[config.mk]
export PLATFORM = sky130hd
export DESIGN_NAME = riff_chunk_deframer_top_flat
export DESIGN_NICKNAME = d
export VERILOG_FILES = /design/src/design/rcd_pkg.sv /design/src/design/rcd_byte_if.sv /design/src/design/rcd_chunk_if.sv /design/src/design/riff_chunk_deframer_top.sv /design/src/design/rcd_parser.sv /design/src/design/rcd_out_reg.sv /design/src/flat_wrapper.sv
export VERILOG_INCLUDE_DIRS = /design/src /design/src/design
export SDC_FILE = /design/constraint.sdc
export NUM_CORES = 1
export LEC_CHECK = 0
export BUFFER_PORTS_ARGS = -buffer_cell sky130_fd_sc_hd__buf_2
export CORE_ASPECT_RATIO = 0.6
export CORE_MARGIN = 4
export CORE_UTILIZATION = 60
export DETAILED_ROUTE_END_ITERATION = 10
export PLACE_DENSITY = 0.81
export SLEW_MARGIN = 0
export SYNTH_ARGS = -nofsm -noshare
export SYNTH_HDL_FRONTEND = slang
export SYNTH_SLANG_ARGS = --single-unit
[constraint.sdc]
create_clock -name clk -period 13.37 [get_ports clk]
set_clock_uncertainty 0.1 [all_clocks]
set_input_delay 1.337 -clock clk [delete_from_list [all_inputs] [get_ports clk]]
set_output_delay 1.337 -clock clk [all_outputs]
set_load 0.02 [all_outputs]
[src/design/riff_chunk_deframer_top_assert.svh]
// Assertion macros shared by the deframer RTL.
`ifndef RIFF_CHUNK_DEFRAMER_TOP_ASSERT_SVH
`define RIFF_CHUNK_DEFRAMER_TOP_ASSERT_SVH

// When cond holds at a clock edge, prop must hold at the same edge.
`define RCD_ASSERT_SAME(label, clk, rst_n, cond, prop, msg) \
	label: assert property (@(posedge clk) disable iff (!rst_n) (cond) |-> (prop)) \
		else $error(msg);

// When cond holds at a clock edge, prop must hold at the next edge.
`define RCD_ASSERT_NEXT(label, clk, rst_n, cond, prop, msg) \
	label: assert property (@(posedge clk) disable iff (!rst_n) (cond) |=> (prop)) \
		else $error(msg);

`endif

[src/design/rcd_pkg.sv]
package rcd_pkg;

	localparam int unsigned HdrBytes     = 8;
	localparam int unsigned ListHdrBytes = 12;
	localparam int unsigned FormBytes    = ListHdrBytes - HdrBytes;

	localparam logic [31:0] TagRiff = 32'h4646_4952;
	localparam logic [31:0] TagList = 32'h5453_494C;
	localparam logic [31:0] TagAvih = 32'h6869_7661;
	localparam logic [31:0] TagStrh = 32'h6872_7473;
	localparam logic [31:0] TagStrf = 32'h6672_7473;

	typedef enum logic [1:0] {
		KIND_MAIN_HDR   = 2'd0,
		KIND_STREAM_HDR = 2'd1,
		KIND_STREAM_FMT = 2'd2,
		KIND_DATA       = 2'd3
	} chunk_kind_t;

	typedef enum logic [1:0] {
		PH_HEADER  = 2'd0,
		PH_FORM    = 2'd1,
		PH_PAYLOAD = 2'd2,
		PH_PAD     = 2'd3
	} parse_phase_t;

	typedef struct packed {
		chunk_kind_t chunk_kind;
		logic [31:0] chunk_tag;
		logic [31:0] chunk_length;
		logic [7:0]  payload_byte;
		logic        byte_valid;
		logic        chunk_last;
	} chunk_result_t;

	function automatic chunk_kind_t classify(input logic [31:0] tag);
		chunk_kind_t k;
		if (tag == TagAvih) begin
			k = KIND_MAIN_HDR;
		end else if (tag == TagStrh) begin
			k = KIND_STREAM_HDR;
		end else if (tag == TagStrf) begin
			k = KIND_STREAM_FMT;
		end else begin
			k = KIND_DATA;
		end
		return k;
	endfunction

endpackage

[src/design/rcd_byte_if.sv]
interface rcd_byte_if;
	logic       valid;
	logic       ready;
	logic [7:0] data_byte;

	modport source (output valid, output data_byte, input ready);
	modport sink (input valid, input data_byte, output ready);
endinterface

[src/design/rcd_chunk_if.sv]
interface rcd_chunk_if;
	logic        valid;
	logic        ready;
	logic [1:0]  chunk_kind;
	logic [31:0] chunk_tag;
	logic [31:0] chunk_length;
	logic [7:0]  payload_byte;
	logic        byte_valid;
	logic        chunk_last;

	modport source (output valid, output chunk_kind, output chunk_tag, output chunk_length,
		output payload_byte, output byte_valid, output chunk_last, input ready);
	modport sink (input valid, input chunk_kind, input chunk_tag, input chunk_length,
		input payload_byte, input byte_valid, input chunk_last, output ready);
endinterface

[src/design/riff_chunk_deframer_top.sv]
// RIFF chunk deframer for AVI byte streams. Bytes enter on the stream channel one
// transaction per cycle; each lands in an input register, is parsed from there
// and, if it yields a result, is placed in the output register; the sustained rate
// is one byte per cycle while the chunk channel keeps up.
// The only stall comes from the output register: a payload byte or an empty-chunk marker
// waits when the previous result has not yet been taken. Chunk header, list form-type
// and pad bytes are consumed without producing a transaction. RIFF and LIST headers
// are descended into directly; list sizes are not checked and no end of stream is
// signalled.
`include "riff_chunk_deframer_top_assert.svh"

module riff_chunk_deframer_top (
	input  logic      clk,
	input  logic      arst_n,
	rcd_byte_if.sink  stream,
	rcd_chunk_if.source chunk
);

	logic                   valid_s1;
	logic [7:0]             byte_s1;
	logic                   produce;
	logic                   slot_free;
	logic                   advance;
	rcd_pkg::chunk_result_t result;

	assign advance      = valid_s1 && (!produce || slot_free);
	assign stream.ready = !valid_s1 || advance;

	always_ff @(posedge clk or negedge arst_n) begin
		if (!arst_n) begin
			valid_s1 <= 1'b0;
		end else if (stream.ready) begin
			valid_s1 <= stream.valid;
		end
	end

	always_ff @(posedge clk) begin
		if (stream.ready && stream.valid) begin
			byte_s1 <= stream.data_byte;
		end
	end

	rcd_parser u_parser (
		.clk       (clk),
		.arst_n    (arst_n),
		.data_byte (byte_s1),
		.advance   (advance),
		.produce   (produce),
		.result    (result)
	);

	rcd_out_reg u_out_reg (
		.clk       (clk),
		.arst_n    (arst_n),
		.load      (advance && produce),
		.result    (result),
		.slot_free (slot_free),
		.chunk     (chunk)
	);

	`RCD_ASSERT_SAME(a_stall_only_on_result, clk, arst_n, valid_s1 && !advance, produce && chunk.valid && !chunk.ready, "input stage stalled without a pending result")
	`RCD_ASSERT_SAME(a_empty_is_last, clk, arst_n, chunk.valid && !chunk.byte_valid, chunk.chunk_last && chunk.chunk_length == 32'd0, "empty-chunk marker is not a final zero-length transaction")
	`RCD_ASSERT_NEXT(a_load_shows, clk, arst_n, advance && produce, chunk.valid, "loaded result not presented on the chunk channel")

endmodule

[src/design/rcd_parser.sv]
module rcd_parser (
	input  logic                   clk,
	input  logic                   arst_n,
	input  logic [7:0]             data_byte,
	input  logic                   advance,
	output logic                   produce,
	output rcd_pkg::chunk_result_t result
);

	localparam logic [2:0] LastHdrPos  = 3'(rcd_pkg::HdrBytes - 1);
	localparam logic [2:0] LastFormPos = 3'(rcd_pkg::FormBytes - 1);

	rcd_pkg::parse_phase_t phase_q, phase_d;
	rcd_pkg::chunk_kind_t  kind_q, kind_d;
	logic [2:0]            pos_q, pos_d;
	logic [31:0]           tag_q, tag_d;
	logic [31:0]           size_q, size_d;
	logic [31:0]           rem_q, rem_d;

	always_ff @(posedge clk or negedge arst_n) begin
		if (!arst_n) begin
			phase_q <= rcd_pkg::PH_HEADER;
			kind_q  <= rcd_pkg::KIND_MAIN_HDR;
			pos_q   <= '0;
			tag_q   <= '0;
			size_q  <= '0;
			rem_q   <= '0;
		end else if (advance) begin
			phase_q <= phase_d;
			kind_q  <= kind_d;
			pos_q   <= pos_d;
			tag_q   <= tag_d;
			size_q  <= size_d;
			rem_q   <= rem_d;
		end
	end

	always_comb begin
		phase_d = phase_q;
		kind_d  = kind_q;
		pos_d   = pos_q;
		tag_d   = tag_q;
		size_d  = size_q;
		rem_d   = rem_q;
		produce = 1'b0;
		result.chunk_kind   = kind_q;
		result.chunk_tag    = tag_q;
		result.chunk_length = size_q;
		result.payload_byte = data_byte;
		result.byte_valid   = 1'b1;
		result.chunk_last   = 1'b0;

		case (phase_q)
			rcd_pkg::PH_HEADER: begin
				// Little-endian: byte n of the header lands in lane n mod 4.
				if (!pos_q[2]) begin
					tag_d[{pos_q[1:0], 3'b000} +: 8] = data_byte;
				end else begin
					size_d[{pos_q[1:0], 3'b000} +: 8] = data_byte;
				end
				if (pos_q != LastHdrPos) begin
					pos_d = pos_q + 3'd1;
				end else begin
					pos_d = '0;
					if (tag_q == rcd_pkg::TagRiff || tag_q == rcd_pkg::TagList) begin
						phase_d = rcd_pkg::PH_FORM;
					end else begin
						kind_d = rcd_pkg::classify(tag_q);
						rem_d  = size_d;
						if (size_d == '0) begin
							// An empty chunk still yields one marker transaction.
							phase_d             = rcd_pkg::PH_HEADER;
							produce             = 1'b1;
							result.chunk_kind   = kind_d;
							result.chunk_length = size_d;
							result.payload_byte = '0;
							result.byte_valid   = 1'b0;
							result.chunk_last   = 1'b1;
						end else begin
							phase_d = rcd_pkg::PH_PAYLOAD;
						end
					end
				end
			end
			rcd_pkg::PH_FORM: begin
				if (pos_q != LastFormPos) begin
					pos_d = pos_q + 3'd1;
				end else begin
					pos_d   = '0;
					phase_d = rcd_pkg::PH_HEADER;
				end
			end
			rcd_pkg::PH_PAYLOAD: begin
				rem_d   = rem_q - 32'd1;
				produce = 1'b1;
				if (rem_d == '0) begin
					result.chunk_last = 1'b1;
					pos_d             = '0;
					phase_d           = size_q[0] ? rcd_pkg::PH_PAD : rcd_pkg::PH_HEADER;
				end
			end
			default: begin
				pos_d   = '0;
				phase_d = rcd_pkg::PH_HEADER;
			end
		endcase
	end

endmodule

[src/design/rcd_out_reg.sv]
module rcd_out_reg (
	input  logic                   clk,
	input  logic                   arst_n,
	input  logic                   load,
	input  rcd_pkg::chunk_result_t result,
	output logic                   slot_free,
	rcd_chunk_if.source            chunk
);

	logic                   valid_q;
	rcd_pkg::chunk_result_t data_q;

	assign slot_free = !valid_q || chunk.ready;

	always_ff @(posedge clk or negedge arst_n) begin
		if (!arst_n) begin
			valid_q <= 1'b0;
		end else if (load) begin
			valid_q <= 1'b1;
		end else if (chunk.ready) begin
			valid_q <= 1'b0;
		end
	end

	always_ff @(posedge clk) begin
		if (load) begin
			data_q <= result;
		end
	end

	assign chunk.valid        = valid_q;
	assign chunk.chunk_kind   = data_q.chunk_kind;
	assign chunk.chunk_tag    = data_q.chunk_tag;
	assign chunk.chunk_length = data_q.chunk_length;
	assign chunk.payload_byte = data_q.payload_byte;
	assign chunk.byte_valid   = data_q.byte_valid;
	assign chunk.chunk_last   = data_q.chunk_last;

endmodule
[src/flat_wrapper.sv]
// flat-port wrapper written by rule: the top's interface ports become plain ports
module riff_chunk_deframer_top_flat 
  (clk, arst_n, stream_valid, stream_data_byte, stream_ready, chunk_valid, chunk_chunk_kind, chunk_chunk_tag, chunk_chunk_length, chunk_payload_byte, chunk_byte_valid, chunk_chunk_last, chunk_ready);
  rcd_byte_if stream_i ();
  rcd_chunk_if chunk_i ();
  input  logic clk;
  input  logic arst_n;
  input wire logic [$bits(stream_i.valid)-1:0] stream_valid;
  input wire logic [$bits(stream_i.data_byte)-1:0] stream_data_byte;
  output wire logic [$bits(stream_i.ready)-1:0] stream_ready;
  output wire logic [$bits(chunk_i.valid)-1:0] chunk_valid;
  output wire logic [$bits(chunk_i.chunk_kind)-1:0] chunk_chunk_kind;
  output wire logic [$bits(chunk_i.chunk_tag)-1:0] chunk_chunk_tag;
  output wire logic [$bits(chunk_i.chunk_length)-1:0] chunk_chunk_length;
  output wire logic [$bits(chunk_i.payload_byte)-1:0] chunk_payload_byte;
  output wire logic [$bits(chunk_i.byte_valid)-1:0] chunk_byte_valid;
  output wire logic [$bits(chunk_i.chunk_last)-1:0] chunk_chunk_last;
  input wire logic [$bits(chunk_i.ready)-1:0] chunk_ready;
  assign stream_i.valid = stream_valid;
  assign stream_i.data_byte = stream_data_byte;
  assign stream_ready = stream_i.ready;
  assign chunk_valid = chunk_i.valid;
  assign chunk_chunk_kind = chunk_i.chunk_kind;
  assign chunk_chunk_tag = chunk_i.chunk_tag;
  assign chunk_chunk_length = chunk_i.chunk_length;
  assign chunk_payload_byte = chunk_i.payload_byte;
  assign chunk_byte_valid = chunk_i.byte_valid;
  assign chunk_chunk_last = chunk_i.chunk_last;
  assign chunk_i.ready = chunk_ready;
  riff_chunk_deframer_top u_core (.clk(clk), .arst_n(arst_n), .stream(stream_i), .chunk(chunk_i));
endmodule
==> flow_metrics.env <==
export IMPL_fillCellCount=1114
export IMPL_wire_per_inst_um=22.90
export IMPL_final_setup_viol_count=0
export IMPL_min_path_type="flop to flop"
export IMPL_design_area_sq_mm=0.01065
export IMPL_grt_max_degree=76
export IMPL_fp_coreArea_sq_mm=0.01546
export IMPL_synth_distinct_cells=71
export IMPL_grt_usage_pct=30.70
export IMPL_post_dp_hpwl_mm=18.85
export IMPL_tritoncts="built"
export IMPL_wl_met1_mm=11.45
export IMPL_syn_nets=927
export IMPL_die_height_um=105.5
export IMPL_avgSynthCellArea_sq_um=10.51
export IMPL_numCtsBuffers=17
export IMPL_cap_viol_max_count=0
export IMPL_worst_pin_slew_ns=1.275
export IMPL_top_layer="met4"
export IMPL_place_port_buffers=89
export IMPL_clk_latency_ns=0.44
export IMPL_die_area_sq_mm=0.01800
export IMPL_cts_path_max_buffers=2
export IMPL_start_util_pct=61.55
export IMPL_power_density_mw_per_mm2=234.7
export IMPL_grt_pass1_wl_mm=42.76
export IMPL_period_needed_ns=5.571
export IMPL_fmax_mhz=179.5
export IMPL_wl_met3_mm=4.047
export IMPL_period_share_pct=41.67
export IMPL_startpoint_type="flop"
export IMPL_synthCells=905
export IMPL_nets=983
export IMPL_endpoint_kind="output pin"
export IMPL_place_area_sq_mm=0.01005
export IMPL_cts_setup_buffers=0
export IMPL_cts_resized=0
export IMPL_grt_pass1_vias=7440
export IMPL_outcome="finished, final reports clean"
export IMPL_postRouteAntennaNets=0
export IMPL_cts_root_buf="clkbuf_16"
export IMPL_dominantRegCellSynth="dfrtp_1"
export IMPL_cts_max_level=4
export IMPL_n_antenna_cell=0
export IMPL_async_flop_share_pct=55.56
export IMPL_clock_sinks=189
export IMPL_maxSlewHeadroom_pct=14.99
export IMPL_yosys_warnings=0
export IMPL_final_common_cell="dfrtp_1"
export IMPL_via_per_inst=6.671
export IMPL_drc=0
export IMPL_synth_edf_count=84
export IMPL_crit_type="flop to output pin"
export IMPL_cp_max_fo=11
export IMPL_required_ns=11.93
export IMPL_die_x_um=170.6
export IMPL_peakVddDrop_uv=113.6
export IMPL_fin_setup_tns_ns=0
export IMPL_path_clk_slew_ns=0.08
export IMPL_grt_overflow_total=0
export IMPL_drive_gt1_share_pct=17.04
export IMPL_area_delta_synth_final_pct=11.89
export IMPL_rows=35
export IMPL_final_max_slew_viol_count=0
export IMPL_finalHoldViolCount=0
export IMPL_wl_mm=26.95
export IMPL_netlist_area_sq_mm=0.009515
export IMPL_hold_buffers=0
export IMPL_ys_ff_latch=189
export IMPL_cp_arrival_ns=4.13
export IMPL_drt_iter0_markers=1363
export IMPL_antenna_found_initial=0
export IMPL_mostFrequentLayoutCells="dfrtp_1, buf_2, edfxtp_1"
export IMPL_rsz0062_at_grt="no"
export IMPL_num_io_pins=90
export IMPL_first_pass_iters=8
export IMPL_place_congestion=1.001
export IMPL_met2_length_mm=10.94
export IMPL_ys_seq_area_share_pct=54.12
export IMPL_vias=7852
export IMPL_leakage_nw=4.383
==> worst paths after layout <==
| check | endpoint | from | slack [ns] | depth (start not counted) |
|---|---|---|---|---|
| max | stream_ready | u_core.u_parser.pos_q[0] | 7.80 | 10 |
| min | u_core.u_out_reg.chunk.chunk_tag[11] | u_core.u_parser.tag_q[11] | 0.36 | 0 |
| max reg2reg | u_core.u_parser.rem_q[7] | u_core.u_parser.pos_q[0] | 8.42 | 11 |
| min reg2reg | u_core.u_out_reg.chunk.chunk_tag[11] | u_core.u_parser.tag_q[11] | 0.36 | 0 |
| max in group asynchronous | u_core.u_parser.tag_q[5] | arst_n | 11.17 | 2 |
| min in group asynchronous | u_core.u_parser.rem_q[28] | arst_n | 0.83 | 1 |
==> stage by stage <==
step	worst slack [ns]	cells	total power, mW	hold slack, ns	util [%]
floorplan	7.008	905	1.647	0.3249	-
global route	7.558	1177	2.627	0.3773	68.87
global placement	8.487	1145	1.916	0.3308	65.02
detailed placement	8.377	1145	1.948	0.3312	65.02
CTS	7.889	1177	2.463	0.3544	68.87
finish	7.799	1177	2.498	0.3581	68.87
==> state kept, by name, indices dropped and copies added (netlist names) <==
| signal | count |
|---|---|
| u_core.u_out_reg.chunk.chunk_tag | 32 |
| u_core.u_out_reg.chunk.chunk_last | 1 |
| u_core.u_out_reg.chunk.valid | 1 |
| u_core.u_parser.rem_q | 32 |
| u_core.u_out_reg.chunk.payload_byte | 8 |
| u_core.u_parser.size_q | 32 |
| u_core.u_parser.kind_q | 2 |
| u_core.u_parser.phase_q | 2 |
| u_core.u_parser.tag_q | 32 |
| u_core.valid_s1 | 1 |
| u_core.u_parser.pos_q | 3 |
| u_core.u_out_reg.chunk.byte_valid | 1 |
| u_core.u_out_reg.chunk.chunk_kind | 2 |
| u_core.byte_s1 | 8 |
| u_core.u_out_reg.chunk.chunk_length | 32 |
==> per-layer routing <==
layer  vias up  GRT usage, %
met5         -             0
met2       570         40.95
met3        54         11.69
met1      3759         47.12
met4         0         7.635
li1       3469             -
==> report_power, final <==
| part | leakage (nW) | total [mW] | switching (mW) | internal (mW) |
|---|---|---|---|---|
| Sequential | 2.09 | 1.06 | 0.220 | 0.837 |
| Combinational | 2.00 | 0.934 | 0.607 | 0.327 |
| Clock | 0.284 | 0.507 | 0.255 | 0.252 |
==> worst max-delay path, stage by stage, from the launching register on <==
cell and delay (ns):
dfrtp_1 0.49, inv_1 0.15, ha_1 0.47, nand2_1 0.44, mux2_2 0.42, a2111oi_0 0.39
nand4b_1 0.31, nor2_4 0.21, o21ai_0 0.25, or2_2 0.39, buf_2 0.17
==> cell type report <==
| class | instances | area, sq um | area share (%) |
|---|---|---|---|
| clock buffers | 17 | 425.4 | 3.996 |
| inverters | 28 | 105.1 | 0.9872 |
| clock inverters | 15 | 170.2 | 1.598 |
| flip-flops and latches | 189 | 5150 | 48.37 |
| well taps | 203 | 254.0 | 2.386 |
| multi-input cells | 628 | 4034 | 37.89 |
| repair buffers | 97 | 508.0 | 4.771 |
==> synth_stat cells (5+ instances only) <==
library cell | number | area (sq um)
mux2i_1 | 24 | 240.2
nand2_1 | 72 | 270.3
and3_1 | 23 | 143.9
dfrtp_1 | 105 | 2628
nand4b_1 | 6 | 52.55
nor3_1 | 39 | 195.2
edfxtp_1 | 84 | 2522
o21ai_0 | 30 | 150.1
nand3_1 | 28 | 140.1
o31ai_1 | 8 | 60.06
nand2b_1 | 5 | 31.28
mux2_2 | 8 | 90.09
nor4_1 | 13 | 81.33
nand4_1 | 15 | 93.84
a31oi_1 | 37 | 231.5
o22a_1 | 19 | 166.4
or2_2 | 5 | 31.28
nor3b_1 | 5 | 37.54
clkbuf_1 | 50 | 187.7
and2_1 | 16 | 100.1
a21bo_1 | 7 | 70.07
xnor2_1 | 5 | 43.79
nor2_1 | 67 | 251.5
nor2b_1 | 44 | 275.3
a21oi_1 | 52 | 260.3
a41oi_1 | 7 | 61.31
ha_1 | 10 | 125.1
inv_1 | 28 | 105.1
buf_2 | 8 | 40.04
mux2_4 | 6 | 90.09
a211oi_1 | 7 | 52.55
==> logic make-up (layout without fill, tap and decap cells) <==
logic type	after synthesis	in the layout	synth area share, %
AND/OR/NAND/NOR	370	370	21.30
AO/OA/AOI/OAI	200	200	14.08
flip-flops	189	189	54.12
buffers and inverters	88	157	3.734
multiplexers	42	42	4.892
adder cells (fa/ha/maj)	10	10	1.315
XOR/XNOR	6	6	0.5523
Note: power is estimated with default switching activity, not from simulation.
